### src/hdl/lcws_pkg.sv
// ----------------------------------------------------------------------------
// lcws_pkg
// Types, constants and the control store of the LED channel write sequencer.
// ----------------------------------------------------------------------------
package lcws_pkg;

  localparam int NUM_CHANNELS = 24;
  localparam int CH_IDX_W     = (NUM_CHANNELS > 1) ? $clog2(NUM_CHANNELS) : 1;
  localparam logic [5:0] CH_LIMIT = 6'(NUM_CHANNELS);

  localparam logic [7:0] REG_DUTY0    = 8'h0A;
  localparam logic [7:0] REG_MODE0    = 8'h02;
  localparam logic [7:0] REG_IREF_ALL = 8'h40;
  localparam logic [7:0] RESET_BYTE   = 8'h06;
  localparam logic [6:0] GENERAL_CALL = 7'h00;
  localparam logic [7:0] FULL_LEVEL   = 8'hFF;

  typedef enum logic [2:0] {
    OP_INIT  = 3'd0,
    OP_LEVEL = 3'd1,
    OP_ON    = 3'd2,
    OP_OFF   = 3'd3,
    OP_TICK  = 3'd4
  } opcode_e;

  typedef enum logic [1:0] {
    MODE_OFF = 2'd0,
    MODE_ON  = 2'd1,
    MODE_PWM = 2'd2
  } mode_e;

  typedef enum logic [1:0] {
    KIND_STATUS = 2'd0,
    KIND_RESET  = 2'd1,
    KIND_FULL   = 2'd2,
    KIND_MASKED = 2'd3
  } kind_e;

  typedef enum logic [1:0] {
    ST_OK       = 2'd0,
    ST_BAD_CHAN = 2'd1,
    ST_BUSY     = 2'd2
  } status_e;

  typedef enum logic [1:0] {
    PEND_NONE = 2'd0,
    PEND_ON   = 2'd1,
    PEND_OFF  = 2'd2
  } pend_e;

  typedef enum logic [1:0] {
    CFG_DEVICE_ADDRESS = 2'd0,
    CFG_RAMP_PERIOD    = 2'd1,
    CFG_CURRENT_SCALE  = 2'd2
  } cfg_idx_e;

  typedef struct packed {
    logic [2:0] opcode;
    logic [4:0] channel;
    logic [7:0] level;
  } cmd_t;

  typedef struct packed {
    logic [1:0] write_kind;
    logic [6:0] bus_address;
    logic [7:0] register_address;
    logic [7:0] write_data;
    logic [7:0] write_mask;
    logic [1:0] status;
    logic       last;
  } res_t;

  // micro-operations
  typedef enum logic [4:0] {
    A_NOP,
    A_EMIT_ST0,
    A_EMIT_ST1,
    A_EMIT_ST2,
    A_EMIT_RESET,
    A_EMIT_IREF,
    A_EMIT_DUTY_V,
    A_SET_PWM,
    A_EMIT_DUTY_TGT,
    A_RAMP_START,
    A_RAMP_STEP,
    A_SET_MODE,
    A_TICK_INC,
    A_TICK_WRAP,
    A_RAMP_END,
    A_RAMP_ABORT,
    A_FINISH
  } act_e;

  // jump conditions
  typedef enum logic [4:0] {
    C_NEXT,
    C_ALWAYS,
    C_OP_TICK,
    C_OP_BAD,
    C_CH_BAD_CMD,
    C_RAMP_ACTIVE,
    C_OP_INIT,
    C_LVL_EQ_TGT,
    C_MODE_PWM,
    C_PERIOD_ZERO,
    C_OP_LEVEL,
    C_MODE_EQ_FM,
    C_EMITTED,
    C_RAMP_IDLE,
    C_TICK_SHORT,
    C_CH_BAD,
    C_PEND_NONE
  } cond_e;

  typedef logic [5:0] step_t;

  localparam step_t S_DISPATCH = 6'd0;
  localparam step_t S_PERIOD   = 6'd9;
  localparam step_t S_DIRECT   = 6'd12;
  localparam step_t S_NOSTART  = 6'd13;
  localparam step_t S_FIN      = 6'd16;
  localparam step_t S_ERR_CH   = 6'd18;
  localparam step_t S_ERR_BUSY = 6'd19;
  localparam step_t S_INIT     = 6'd20;
  localparam step_t S_TICK     = 6'd22;
  localparam step_t S_END      = 6'd29;
  localparam step_t S_ABORT    = 6'd32;
  localparam step_t S_DONE     = 6'd33;

  typedef struct packed {
    act_e  act;
    cond_e cond;
    step_t target;
  } uc_word_t;

  function automatic uc_word_t uc_rom(input step_t pc);
    uc_word_t w;
    case (pc)
      6'd0:  w = '{A_NOP,           C_OP_TICK,     S_TICK};
      6'd1:  w = '{A_NOP,           C_OP_BAD,      S_DONE};
      6'd2:  w = '{A_NOP,           C_CH_BAD_CMD,  S_ERR_CH};
      6'd3:  w = '{A_NOP,           C_RAMP_ACTIVE, S_ERR_BUSY};
      6'd4:  w = '{A_NOP,           C_OP_INIT,     S_INIT};
      6'd5:  w = '{A_NOP,           C_LVL_EQ_TGT,  S_NOSTART};
      6'd6:  w = '{A_NOP,           C_MODE_PWM,    S_PERIOD};
      6'd7:  w = '{A_EMIT_DUTY_V,   C_NEXT,        S_DISPATCH};
      6'd8:  w = '{A_SET_PWM,       C_NEXT,        S_DISPATCH};
      6'd9:  w = '{A_NOP,           C_PERIOD_ZERO, S_DIRECT};
      6'd10: w = '{A_NOP,           C_LVL_EQ_TGT,  S_NOSTART};
      6'd11: w = '{A_RAMP_START,    C_ALWAYS,      S_FIN};
      6'd12: w = '{A_EMIT_DUTY_TGT, C_NEXT,        S_DISPATCH};
      6'd13: w = '{A_NOP,           C_OP_LEVEL,    S_FIN};
      6'd14: w = '{A_NOP,           C_MODE_EQ_FM,  S_FIN};
      6'd15: w = '{A_SET_MODE,      C_NEXT,        S_DISPATCH};
      6'd16: w = '{A_NOP,           C_EMITTED,     S_DONE};
      6'd17: w = '{A_EMIT_ST0,      C_ALWAYS,      S_DONE};
      6'd18: w = '{A_EMIT_ST1,      C_ALWAYS,      S_DONE};
      6'd19: w = '{A_EMIT_ST2,      C_ALWAYS,      S_DONE};
      6'd20: w = '{A_EMIT_RESET,    C_NEXT,        S_DISPATCH};
      6'd21: w = '{A_EMIT_IREF,     C_ALWAYS,      S_DONE};
      6'd22: w = '{A_NOP,           C_RAMP_IDLE,   S_DONE};
      6'd23: w = '{A_TICK_INC,      C_NEXT,        S_DISPATCH};
      6'd24: w = '{A_NOP,           C_TICK_SHORT,  S_DONE};
      6'd25: w = '{A_TICK_WRAP,     C_NEXT,        S_DISPATCH};
      6'd26: w = '{A_NOP,           C_CH_BAD,      S_ABORT};
      6'd27: w = '{A_NOP,           C_LVL_EQ_TGT,  S_END};
      6'd28: w = '{A_RAMP_STEP,     C_ALWAYS,      S_DONE};
      6'd29: w = '{A_RAMP_END,      C_PEND_NONE,   S_DONE};
      6'd30: w = '{A_NOP,           C_MODE_EQ_FM,  S_DONE};
      6'd31: w = '{A_SET_MODE,      C_ALWAYS,      S_DONE};
      6'd32: w = '{A_RAMP_ABORT,    C_ALWAYS,      S_DONE};
      6'd33: w = '{A_FINISH,        C_ALWAYS,      S_DONE};
      default: w = '{A_NOP,         C_ALWAYS,      S_DONE};
    endcase
    return w;
  endfunction

endpackage

### src/hdl/led_channel_write_sequencer.sv
// ----------------------------------------------------------------------------
// led_channel_write_sequencer
// Microcoded sequencer turning LED commands into driver-chip register writes.
// ----------------------------------------------------------------------------
//  channel   direction  signals                          flow control
//  command   in         start, cmd_i                     busy
//  result    out        res_valid_o, res_o               strobe, no stall
//  config    in         cfg_we_i, cfg_addr_i, cfg_wdata_i  always taken
//
//  One control-store step per cycle; a command keeps busy high for its whole
//  program path, and the next one is taken after that.
//  A result is held until the next one is made; the last one, with last set,
//  leaves in the same cycle that busy falls.
//  Reset clears all caches and registers at once; no clearing pass.
//  Results are strobes and cannot be stalled.
// ----------------------------------------------------------------------------
module led_channel_write_sequencer
  import lcws_pkg::*;
(
  input  logic        clk_i,
  input  logic        rst_ni,
  input  logic        start,
  output logic        busy,
  input  cmd_t        cmd_i,
  output logic        res_valid_o,
  output res_t        res_o,
  input  logic        cfg_we_i,
  input  logic [1:0]  cfg_addr_i,
  input  logic [15:0] cfg_wdata_i
);

  logic [6:0]  dev_addr_q;
  logic [15:0] ramp_period_q;
  logic [7:0]  cur_scale_q;

  logic [7:0]  level_q [NUM_CHANNELS];
  logic [1:0]  mode_q  [NUM_CHANNELS];

  logic        ramp_active_q;
  logic [4:0]  ramp_ch_q;
  logic [7:0]  ramp_tgt_q;
  logic [1:0]  pend_q;
  logic [15:0] tick_q;

  logic        busy_q;
  step_t       pc_q;
  logic [2:0]  op_q;
  logic [4:0]  ch_q;
  logic [7:0]  tgt_q;
  logic [1:0]  fm_q;
  logic        emitted_q;

  res_t        hold_q;
  logic        hold_valid_q;
  res_t        res_q;
  logic        res_valid_q;

  uc_word_t    uw;
  logic        jump;
  logic        ch_ok;
  logic [CH_IDX_W-1:0] ch_idx;
  logic [7:0]  cur_lvl;
  logic [1:0]  cur_mode;
  logic [7:0]  direct_v;
  logic [7:0]  step_lvl;
  logic [1:0]  set_m;
  logic [2:0]  mode_sh;
  logic [7:0]  duty_reg;
  logic [7:0]  mode_reg;

  logic        emit_en;
  res_t        emit_rec;
  logic        lvl_we;
  logic [7:0]  lvl_wd;
  logic        mode_we;
  logic [1:0]  mode_wd;
  logic        clear_all;

  logic        accept;
  logic        flush;
  res_t        last_rec;

  assign accept = start && !busy_q;
  assign uw     = uc_rom(pc_q);
  assign flush  = busy_q && hold_valid_q && (emit_en || (uw.act == A_FINISH));

  always_comb begin
    last_rec      = hold_q;
    last_rec.last = 1'b1;
  end

  assign ch_ok    = ({1'b0, ch_q} < CH_LIMIT);
  assign ch_idx   = ch_q[CH_IDX_W-1:0];
  assign cur_lvl  = ch_ok ? level_q[ch_idx] : 8'h00;
  assign cur_mode = ch_ok ? mode_q[ch_idx] : MODE_PWM;
  assign direct_v = (cur_mode == MODE_ON) ? FULL_LEVEL : 8'h00;
  assign step_lvl = (cur_lvl > tgt_q) ? (cur_lvl - 8'd1) : (cur_lvl + 8'd1);
  assign set_m    = (uw.act == A_SET_PWM) ? MODE_PWM : fm_q;
  assign mode_sh  = {ch_q[1:0], 1'b0};
  assign duty_reg = REG_DUTY0 + {3'b000, ch_q};
  assign mode_reg = REG_MODE0 + {5'b00000, ch_q[4:2]};

  always_comb begin
    case (uw.cond)
      C_NEXT:        jump = 1'b0;
      C_ALWAYS:      jump = 1'b1;
      C_OP_TICK:     jump = (op_q == OP_TICK);
      C_OP_BAD:      jump = (op_q > OP_TICK);
      C_CH_BAD_CMD:  jump = (op_q != OP_INIT) && !ch_ok;
      C_RAMP_ACTIVE: jump = ramp_active_q;
      C_OP_INIT:     jump = (op_q == OP_INIT);
      C_LVL_EQ_TGT:  jump = (cur_lvl == tgt_q);
      C_MODE_PWM:    jump = (cur_mode != MODE_ON) && (cur_mode != MODE_OFF);
      C_PERIOD_ZERO: jump = (ramp_period_q == 16'd0);
      C_OP_LEVEL:    jump = (op_q == OP_LEVEL);
      C_MODE_EQ_FM:  jump = (cur_mode == fm_q);
      C_EMITTED:     jump = emitted_q;
      C_RAMP_IDLE:   jump = !ramp_active_q;
      C_TICK_SHORT:  jump = (tick_q < ramp_period_q);
      C_CH_BAD:      jump = !ch_ok;
      C_PEND_NONE:   jump = (pend_q == PEND_NONE);
      default:       jump = 1'b1;
    endcase
  end

  always_comb begin
    emit_en   = 1'b0;
    emit_rec  = '0;
    lvl_we    = 1'b0;
    lvl_wd    = 8'h00;
    mode_we   = 1'b0;
    mode_wd   = MODE_PWM;
    clear_all = 1'b0;
    case (uw.act)
      A_EMIT_ST0: begin
        emit_en         = 1'b1;
        emit_rec.status = ST_OK;
      end
      A_EMIT_ST1: begin
        emit_en         = 1'b1;
        emit_rec.status = ST_BAD_CHAN;
      end
      A_EMIT_ST2: begin
        emit_en         = 1'b1;
        emit_rec.status = ST_BUSY;
      end
      A_EMIT_RESET: begin
        emit_en             = 1'b1;
        emit_rec.write_kind = KIND_RESET;
        emit_rec.bus_address = GENERAL_CALL;
        emit_rec.write_data = RESET_BYTE;
        clear_all           = 1'b1;
      end
      A_EMIT_IREF: begin
        emit_en                   = 1'b1;
        emit_rec.write_kind       = KIND_FULL;
        emit_rec.bus_address      = dev_addr_q;
        emit_rec.register_address = REG_IREF_ALL;
        emit_rec.write_data       = cur_scale_q;
        emit_rec.write_mask       = 8'hFF;
      end
      A_EMIT_DUTY_V, A_EMIT_DUTY_TGT, A_RAMP_START, A_RAMP_STEP: begin
        emit_en                   = 1'b1;
        emit_rec.write_kind       = KIND_FULL;
        emit_rec.bus_address      = dev_addr_q;
        emit_rec.register_address = duty_reg;
        emit_rec.write_mask       = 8'hFF;
        lvl_we                    = 1'b1;
        if (uw.act == A_EMIT_DUTY_V) begin
          lvl_wd = direct_v;
        end else if (uw.act == A_EMIT_DUTY_TGT) begin
          lvl_wd = tgt_q;
        end else begin
          lvl_wd = step_lvl;
        end
        emit_rec.write_data = lvl_wd;
      end
      A_SET_PWM, A_SET_MODE: begin
        emit_en                   = 1'b1;
        emit_rec.write_kind       = KIND_MASKED;
        emit_rec.bus_address      = dev_addr_q;
        emit_rec.register_address = mode_reg;
        emit_rec.write_data       = 8'({6'b000000, set_m} << mode_sh);
        emit_rec.write_mask       = 8'(8'h03 << mode_sh);
        mode_we                   = 1'b1;
        mode_wd                   = set_m;
        if (set_m == MODE_ON) begin
          lvl_we = 1'b1;
          lvl_wd = FULL_LEVEL;
        end else if (set_m == MODE_OFF) begin
          lvl_we = 1'b1;
          lvl_wd = 8'h00;
        end
      end
      default: begin
      end
    endcase
  end

  // configuration
  always_ff @(posedge clk_i or negedge rst_ni) begin
    if (!rst_ni) begin
      dev_addr_q    <= '0;
      ramp_period_q <= '0;
      cur_scale_q   <= '0;
    end else if (cfg_we_i) begin
      case (cfg_addr_i)
        CFG_DEVICE_ADDRESS: dev_addr_q    <= cfg_wdata_i[6:0];
        CFG_RAMP_PERIOD:    ramp_period_q <= cfg_wdata_i;
        CFG_CURRENT_SCALE:  cur_scale_q   <= cfg_wdata_i[7:0];
        default: begin
        end
      endcase
    end
  end

  // channel caches
  always_ff @(posedge clk_i or negedge rst_ni) begin
    if (!rst_ni) begin
      for (int i = 0; i < NUM_CHANNELS; i++) begin
        level_q[i] <= 8'h00;
        mode_q[i]  <= MODE_PWM;
      end
    end else if (busy_q) begin
      if (clear_all) begin
        for (int i = 0; i < NUM_CHANNELS; i++) begin
          level_q[i] <= 8'h00;
          mode_q[i]  <= MODE_PWM;
        end
      end else if (ch_ok) begin
        if (lvl_we) begin
          level_q[ch_idx] <= lvl_wd;
        end
        if (mode_we) begin
          mode_q[ch_idx] <= mode_wd;
        end
      end
    end
  end

  // sequencer, ramp state and result path
  always_ff @(posedge clk_i or negedge rst_ni) begin
    if (!rst_ni) begin
      ramp_active_q <= 1'b0;
      ramp_ch_q     <= '0;
      ramp_tgt_q    <= '0;
      pend_q        <= PEND_NONE;
      tick_q        <= '0;
      busy_q        <= 1'b0;
      pc_q          <= S_DISPATCH;
      op_q          <= '0;
      ch_q          <= '0;
      tgt_q         <= '0;
      fm_q          <= MODE_OFF;
      emitted_q     <= 1'b0;
      hold_q        <= '0;
      hold_valid_q  <= 1'b0;
      res_q         <= '0;
      res_valid_q   <= 1'b0;
    end else begin
      res_valid_q <= flush;
      if (accept) begin
        busy_q    <= 1'b1;
        pc_q      <= S_DISPATCH;
        op_q      <= cmd_i.opcode;
        ch_q      <= cmd_i.channel;
        emitted_q <= 1'b0;
        if (cmd_i.opcode == OP_LEVEL) begin
          tgt_q <= cmd_i.level;
        end else if (cmd_i.opcode == OP_ON) begin
          tgt_q <= FULL_LEVEL;
        end else begin
          tgt_q <= 8'h00;
        end
        fm_q <= (cmd_i.opcode == OP_ON) ? MODE_ON : MODE_OFF;
      end else if (busy_q) begin
        pc_q <= jump ? uw.target : (pc_q + 6'd1);
        if (emit_en) begin
          hold_q       <= emit_rec;
          hold_valid_q <= 1'b1;
          emitted_q    <= 1'b1;
          if (hold_valid_q) begin
            res_q <= hold_q;
          end
        end
        case (uw.act)
          A_EMIT_RESET: begin
            ramp_active_q <= 1'b0;
            ramp_ch_q     <= '0;
            ramp_tgt_q    <= '0;
            pend_q        <= PEND_NONE;
            tick_q        <= '0;
          end
          A_RAMP_START: begin
            ramp_active_q <= 1'b1;
            ramp_ch_q     <= ch_q;
            ramp_tgt_q    <= tgt_q;
            tick_q        <= '0;
            if (op_q == OP_ON) begin
              pend_q <= PEND_ON;
            end else if (op_q == OP_OFF) begin
              pend_q <= PEND_OFF;
            end else begin
              pend_q <= PEND_NONE;
            end
          end
          A_TICK_INC: begin
            tick_q <= tick_q + 16'd1;
          end
          A_TICK_WRAP: begin
            tick_q <= '0;
            ch_q   <= ramp_ch_q;
            tgt_q  <= ramp_tgt_q;
          end
          A_RAMP_END: begin
            ramp_active_q <= 1'b0;
            pend_q        <= PEND_NONE;
            fm_q          <= (pend_q == PEND_ON) ? MODE_ON : MODE_OFF;
          end
          A_RAMP_ABORT: begin
            ramp_active_q <= 1'b0;
            pend_q        <= PEND_NONE;
          end
          A_FINISH: begin
            busy_q       <= 1'b0;
            hold_valid_q <= 1'b0;
            if (hold_valid_q) begin
              res_q <= last_rec;
            end
          end
          default: begin
          end
        endcase
      end
    end
  end

  assign busy        = busy_q;
  assign res_valid_o = res_valid_q;
  assign res_o       = res_q;

  a_res_from_work: assert property (@(posedge clk_i) disable iff (!rst_ni)
    res_valid_o |-> $past(busy_q))
    else $error("result strobe without a command in progress");

  a_ramp_channel_ok: assert property (@(posedge clk_i) disable iff (!rst_ni)
    ramp_active_q |-> ({1'b0, ramp_ch_q} < CH_LIMIT))
    else $error("ramp running on an invalid channel");

  a_pc_in_program: assert property (@(posedge clk_i) disable iff (!rst_ni)
    busy_q |-> (pc_q <= S_DONE))
    else $error("step counter beyond the program");

  a_hold_flushed: assert property (@(posedge clk_i) disable iff (!rst_ni)
    !busy_q |-> !hold_valid_q)
    else $error("result left in hold buffer after command end");

endmodule

### config.mk
export PLATFORM = sky130hd
export DESIGN_NAME = led_channel_write_sequencer
export DESIGN_NICKNAME = d
export VERILOG_FILES = /design/src/hdl/lcws_pkg.sv /design/src/hdl/led_channel_write_sequencer.sv
export SDC_FILE = /design/constraint.sdc
export NUM_CORES = 1
export LEC_CHECK = 0
export ABC_AREA = 1
export BUFFER_PORTS_ARGS = -buffer_cell sky130_fd_sc_hd__buf_2
export CAP_MARGIN = 20
export CORE_UTILIZATION = 45
export DETAILED_ROUTE_END_ITERATION = 10
export PLACE_DENSITY_LB_ADDON = 0.08
export SYNTH_ARGS = -nofsm -noshare
export SYNTH_HDL_FRONTEND = slang
export SYNTH_SLANG_ARGS = --single-unit
### constraint.sdc
create_clock -name clk_i -period 10.4 [get_ports clk_i]
set_input_delay 1.56 -clock clk_i [delete_from_list [all_inputs] [get_ports clk_i]]
set_output_delay 1.56 -clock clk_i [all_outputs]
set_load 0.05 [all_outputs]
== Word level (Yosys, flattened, before mapping) ==
Memory sizes are Yosys's and may differ from the RTL's.
Index checks and enable logic that the tools add are counted.
Cells by class
  reductions and logical operators: 49
  shifts and indexed selects: 2
  mux-type cells: 74
  bitwise gates (word level): 2
  $lt $le $gt $ge: 6
  $add $sub $neg: 6
  equal/unequal tests: 45
Operators by type and width (number)
  192-bit two-way mux: 3
  192-bit bitwise mux: 1
  36-bit two-way mux: 4
  48-bit two-way mux: 3
  8-bit two-way mux: 14
  5-bit by 4-bit equality test with 1-bit output (second input constant): 16
  48-bit bitwise mux: 1
  8-bit one-hot mux with 2 select lines: 3
  8-bit binary-select mux with 5-bit select: 1
  8-bit demux with 5-bit select: 1
  5-bit by 3-bit equality test with 1-bit output (second input constant): 8
  16-bit one-hot mux with 2 select lines: 1
  8-bit one-hot mux with 4 select lines: 1
  9-bit one-hot mux with 3 select lines: 1
  2-bit nonzero test: 12
  2-bit two-way mux: 11
  7-bit one-hot mux with 3 select lines: 1
  3-bit AND reduction: 7
  5-bit by 2-bit equality test with 1-bit output (second input constant): 4
  6-bit two-way mux: 3
  16-bit by 1-bit adder with 16-bit output (second input constant): 1
  16-bit logical NOT: 1
  16-bit less-than comparator: 1
  1-bit one-hot mux with 16 select lines: 1
  44 further kinds: 84
Word-level totals
  ROM bits: 1024
  output and inout port bits: 38
  memories kept: 1
  logic and storage cells: 263
  register bits after elaboration: 402
Memories
  (name not given): words 64, bits a word 16, rd ports 1, clocked after memory_dff 0, wr ports 0, line lcws_pkg.sv:138  | case (pc)

== Logic depth before layout (Yosys ltp) ==
  depth after elaboration: 14
  depth in mapped cells: 33
  gate-level depth less buffers: 30

== Worst setup path after synthesis ==
No wires, ideal clock.
  kind: reg2reg
  start point: register ch_q[1], in the netlist ch_idx[1]
  end point: register level_q[182] (netlist name)
  data required time: 10.279 ns
  slack: 5.568 ns
  stages on the path, launching flop included: 30
  arrival: 4.711 ns
  clock period less this slack: 4.832 ns
  path through: dfrtp_1 -> inv_2 -> nor2_2 -> buf_2 -> buf_2 -> inv_1 -> buf_2 -> clkbuf_1 -> o22ai_1 -> o311ai_0 -> a21oi_1 -> ha_1 -> a21oi_1 -> o21ai_0 -> nand2_1 -> a21oi_1 -> ha_1 -> a21o_1 -> a31oi_1 -> inv_1 -> a21oi_1 -> nor2_1 -> nor2_1 -> xor2_1 -> o21ai_0 -> nand2_1 -> nand2_2 -> buf_4 -> nand2_1 -> o21ai_1
On the way
  word-level cells in the longest chain between the ends: 14
  elaborated cells on any way between the ends: 30
Ends and longest elaborated chain
  start: declaration: line led_channel_write_sequencer.sv:48  | logic [4:0] ch_q;
  start signal: assignment: line led_channel_write_sequencer.sv:266  | ch_q <= cmd_i.channel;
  start signal: assignment: line led_channel_write_sequencer.sv:312  | ch_q <= ramp_ch_q;
  5-bit inverter with 6-bit output (implied by the code): line led_channel_write_sequencer.sv:94, led_channel_write_sequencer.sv:95, led_channel_write_sequencer.sv:232
  8-bit binary-select mux with 5-bit select: line led_channel_write_sequencer.sv:94  | assign cur_lvl = ch_ok ? level_q[ch_idx] : 8'h00;
  8-bit two-way mux (implied by the code) (2 in series): line led_channel_write_sequencer.sv:94
  8-bit two-way mux: line led_channel_write_sequencer.sv:94
  8-bit by 1-bit adder with 8-bit output (tied with other cells): line led_channel_write_sequencer.sv:97  | assign step_lvl = (cur_lvl > tgt_q) ? (cur_lvl - 8'd1) : (cur_lvl + 8'd1);
  8-bit two-way mux: line led_channel_write_sequencer.sv:97
  8-bit two-way mux: line led_channel_write_sequencer.sv:171  | end else if (uw.act == A_EMIT_DUTY_TGT) begin
  8-bit two-way mux: line led_channel_write_sequencer.sv:169  | if (uw.act == A_EMIT_DUTY_V) begin
  8-bit one-hot mux with 2 select lines: line led_channel_write_sequencer.sv:134  | case (uw.act)
  192-bit bitwise mux: line led_channel_write_sequencer.sv:232  | level_q[ch_idx] <= lvl_wd;
  192-bit two-way mux: line led_channel_write_sequencer.sv:231  | if (lvl_we) begin
  192-bit two-way mux: line led_channel_write_sequencer.sv:230  | end else if (ch_ok) begin
  192-bit two-way mux: line led_channel_write_sequencer.sv:225  | if (clear_all) begin
  end signal: indexed assignment: line led_channel_write_sequencer.sv:232
  end: declaration: line led_channel_write_sequencer.sv:36  | logic [7:0] level_q [NUM_CHANNELS];
Parallel ways exist; a longest one is shown, timed or not. The select of a mux whose other input is x is not followed.
A chain may end at the register's enable or synchronous reset.

== Final worst setup path ==
  start point: register ch_q[1], in the netlist ch_idx[1]
  end point: register level_q[87] (netlist name)
The elaborated chain is that of the path after synthesis.

==> key figures <==
Synthesis
  • Post-Syn Instances: roughly 2600
  • Synth Area in Adders: 0.02759
  • #FFs+latches synth: 396
  • Synth cell types: 55
  • Largest family of logic cells by synthesized area: simple AND/OR/NAND/NOR gates
  • Post-synth EDFFs: 0
  • Top_reg_cell synth: dfrtp_1
  • Ys async rst share: 1.000
  • Compound-gate portion of the synthesized area: 0.1474
  • Mapped Area: 20680 sq um
  • Mean Syn Cell Area: between 7 and 8 sq um
  • Syn Nets: approximately 2700
  • XOR/XNOR share of the synthesized area: 0.006776
  • Synthesis Warnings: 0
  • Post-Synth Simple-Gate Area: 0.2651
  • Mux share of post-synthesis cell area: 0
  • Seq/Total Area, Yosys: 0.4806

Routing
  • Via count: ~18000
  • WL/cell: ~20 microns
  • Remaining antenna violation count: 0
  • Via density: about 5.6
  • # DRC: 0
  • DR iter-0 viols: 2025
  • Overall routed net length: 65560 microns
  • Pre-antenna DRT Iters: 5

Floorplanning
  • Die Span Y: 216.4 microns
  • Core area: ~45000 sq um
  • Row Count: 78
  • Die X: around 220 microns
  • Die area: roughly 47000 sq um
  • Initial core utilization: 0.4557
  • I/O pins: 76

Finish
  • Number of fill cells: around 4500
  • Multi-input logic area: slightly above 9000 sq um
  • Fin util: 0.5052
  • Design Area, Final: roughly 23000 sq um
  • Nets: ~2700
  • Most common cell after layout, fill and taps aside: nand2_1
  • Commonest cells after routing, fill and taps aside: nand2_1 (991), dfrtp_1 (372), inv_1 (198)
  • Layout cells sized above 1: 0.1149
  • Syn-to-layout area delta: 10.86%
  • Register area: about 9900 sq um

Clock tree
  • CTS tree: built
  • CTS max path bufs: 3
  • CTS H-tree depth: 2
  • Clk_lat worst skew: 590 ps
  • Post-CTS Setup Bufs: 0
  • Resized Gates After CTS: 0
  • CTS Buf Count: 45
  • Root Buffer Master: clkbuf_16
  • CTS Sinks: roughly 400
  • Worst-path clk slew: around 60 ps
  • Hold buffer count at CTS: 0

Setup path
  • Crit Path Class: reg -> reg
  • Critical Path Start: ch_idx[1]$_DFFE_PN0P_
  • CP startpoint kind: flip-flop
  • Worst Reg-to-Reg Cells: 26
  • CP required: between 10000 and 15000 ps
  • Slowest CP cell: nand2_1
  • Crit. End Element: flip-flop
  • Critical Path End: level_q[87]$_DFFE_PN0P_
  • Worst R2R Setup Slack: between 3000 and 4000 ps
  • R2r endpoint: level_q[87]$_DFFE_PN0P_
  • Worst Path Arrival: between 7000 and 8000 ps
  • RR Startpoint: ch_idx[1]$_DFFE_PN0P_
  • Critical path peak fanout: 24
  • CP peak stage delay: roughly 800 ps
  • Top cell by count, worst path: nand2_1

Pwr
  • Worst VDD drop: between 0.2 and 0.25 mV
  • Leak: roughly 11 nW
  • Pwr/cell area: 326.8 nW/um^2

Global route
  • Initial antenna violation count: 2
  • Global-route wire length before repair: between 100000 and 150000 microns
  • Largest net degree at the start of global routing: between 100 and 150
  • Gr ovfl total: 0
  • Vias in the first global route: roughly 17000
  • Gr usage total: 0.2862

STA
  • Max-slew headroom: 0.2785
  • Clock skew: 32.08 ps
  • Final setup fails: 0
  • Setup TNS: 0 ps
  • Final hold violation count: 0
  • Slew @ Worst Pin: around 1100 ps
  • Hold WS: between 400 and 500 ps
  • RSZ-0062 raised after global routing: false
  • Min Tclk post-route: roughly 7000 ps
  • Slew Viols, Final: 0
  • Fmax: 0.1428 GHz
  • Final worst-path cycle share: 0.6733

Placed design
  • Detailed Place HPWL: roughly 44000 microns
  • GPL Wtd Cong: approximately 0.90
  • Placed inst area: around 21000 sq um
  • Port-buffer cells: 75

Worst hold path
  • Min-delay worst type: reg -> reg

Run status
  • Status: finished, final reports clean

Run
  • Number of max-cap violations: 0
cell type report:
type	count	share of cell area
clock inverter	17	0.007640
timing repair buffer	99	0.02696
tap	600	0.03274
multi-input combinational	1863	0.4034
inverter	233	0.03847
antenna	1	0.0001091
clock buffer	64	0.05714
sequential	396	0.4335
stage by stage:
step / std cells / power (W) / setup WS [ps]
3_5_place_dp: 3190 / 0.005863 / 3600
5_1_grt: 3273 / 0.007986 / 2968
3_3_place_gp: 3189 / 0.005842 / 3550
2_1_floorplan: 2608 / 0.004821 / 5568
6_report: 3273 / 0.007492 / 3397
4_1_cts: 3271 / 0.007500 / 3549
how the worst min path moves through the flow:
stage | start | to | slack (ps) | cells after the start
3_3_place_gp | hold_q[1]$_DFFE_PN0P_ | flip-flop | 450 | 2
6_report | hold_q[1]$_DFFE_PN0P_ | flip-flop | 470 | 2
4_1_cts | mode_q[45]$_DFFE_PN1P_ | mode_q[45]$_DFFE_PN1P_ | 470 | 2
3_5_place_dp | hold_q[29]$_DFFE_PN0P_ | flip-flop | 460 | 2
5_1_grt | mode_q[47]$_DFFE_PN1P_ | mode_q[47]$_DFFE_PN1P_ | 490 | 2
2_1_floorplan | mode_q[26]$_DFFE_PN0P_ | mode_q[26]$_DFFE_PN0P_ | 440 | 2
cells in the mapped netlist (6+ instances only):
cell	n	share of area
a31oi_1	13	0.0039
nand4_1	28	0.0085
xor2_1	12	0.0051
inv_1	198	0.036
o21ai_1	78	0.019
o31ai_1	29	0.011
nor2_4	16	0.0087
nor2_2	15	0.0045
o21ai_0	128	0.031
o22ai_1	34	0.010
buf_1	6	0.0011
o21ai_2	21	0.0089
a22o_1	27	0.011
o211ai_1	19	0.0069
buf_6	10	0.0054
clkbuf_1	48	0.0087
buf_2	35	0.0085
a21oi_1	75	0.018
dfstp_2	24	0.030
nand2_2	13	0.0039
nand2_1	991	0.18
o2111ai_1	6	0.0025
nor3_1	15	0.0036
a22oi_1	25	0.0091
inv_2	27	0.0049
a221oi_1	9	0.0038
dfrtp_1	372	0.45
buf_4	17	0.0062
o311ai_0	6	0.0025
nor4_1	6	0.0018
nand3_1	107	0.026
nor2_1	111	0.020
ha_1	44	0.027
layer usage:
metal  up-vias  GRT usage  wire, microns
met5         -          0              0
met4         0    0.08451           1473
met3        92    0.03312           4241
met2       602     0.4269          28740
met1      8869     0.4347          31100
li1       8605          -              -
sequential cells by signal (all words and copies together) (netlist names), 7 cells and up, named ones only:
name           flops
tgt_q              8
mode_q            48
ramp_period_q     16
level_q          192
hold_q            30
dev_addr_q         7
cur_scale_q        8
ramp_tgt_q         8
tick_q            16
where the power goes:
part           internal [W]  switching (W)  leakage, nW
clock network      0.000951       0.000659        0.728
logic              0.000904        0.00282         5.35
registers           0.00192       0.000246         5.29
total               0.00377        0.00372         11.4
cell families (layout without fill, tap and decap cells):
kind of cell,Yosys count,in the layout
other,0,1
flip-flops,396,396
buffers and inverters,349,413
adder cells (fa/ha/maj),45,45
AO/OA/AOI/OAI,490,490
AND/OR/NAND/NOR,1312,1312
XOR/XNOR,16,16
worst max-delay path: cells and delay by family (launching register included):
family | cells | cell delay (ps)
compound gates | 6 | 2000
fa+ha+maj | 2 | 760
buf+inv | 4 | 1530
flops | 1 | 590
simple gates | 14 | 2030
No activity file was read; power rests on OpenSTA's default activity.
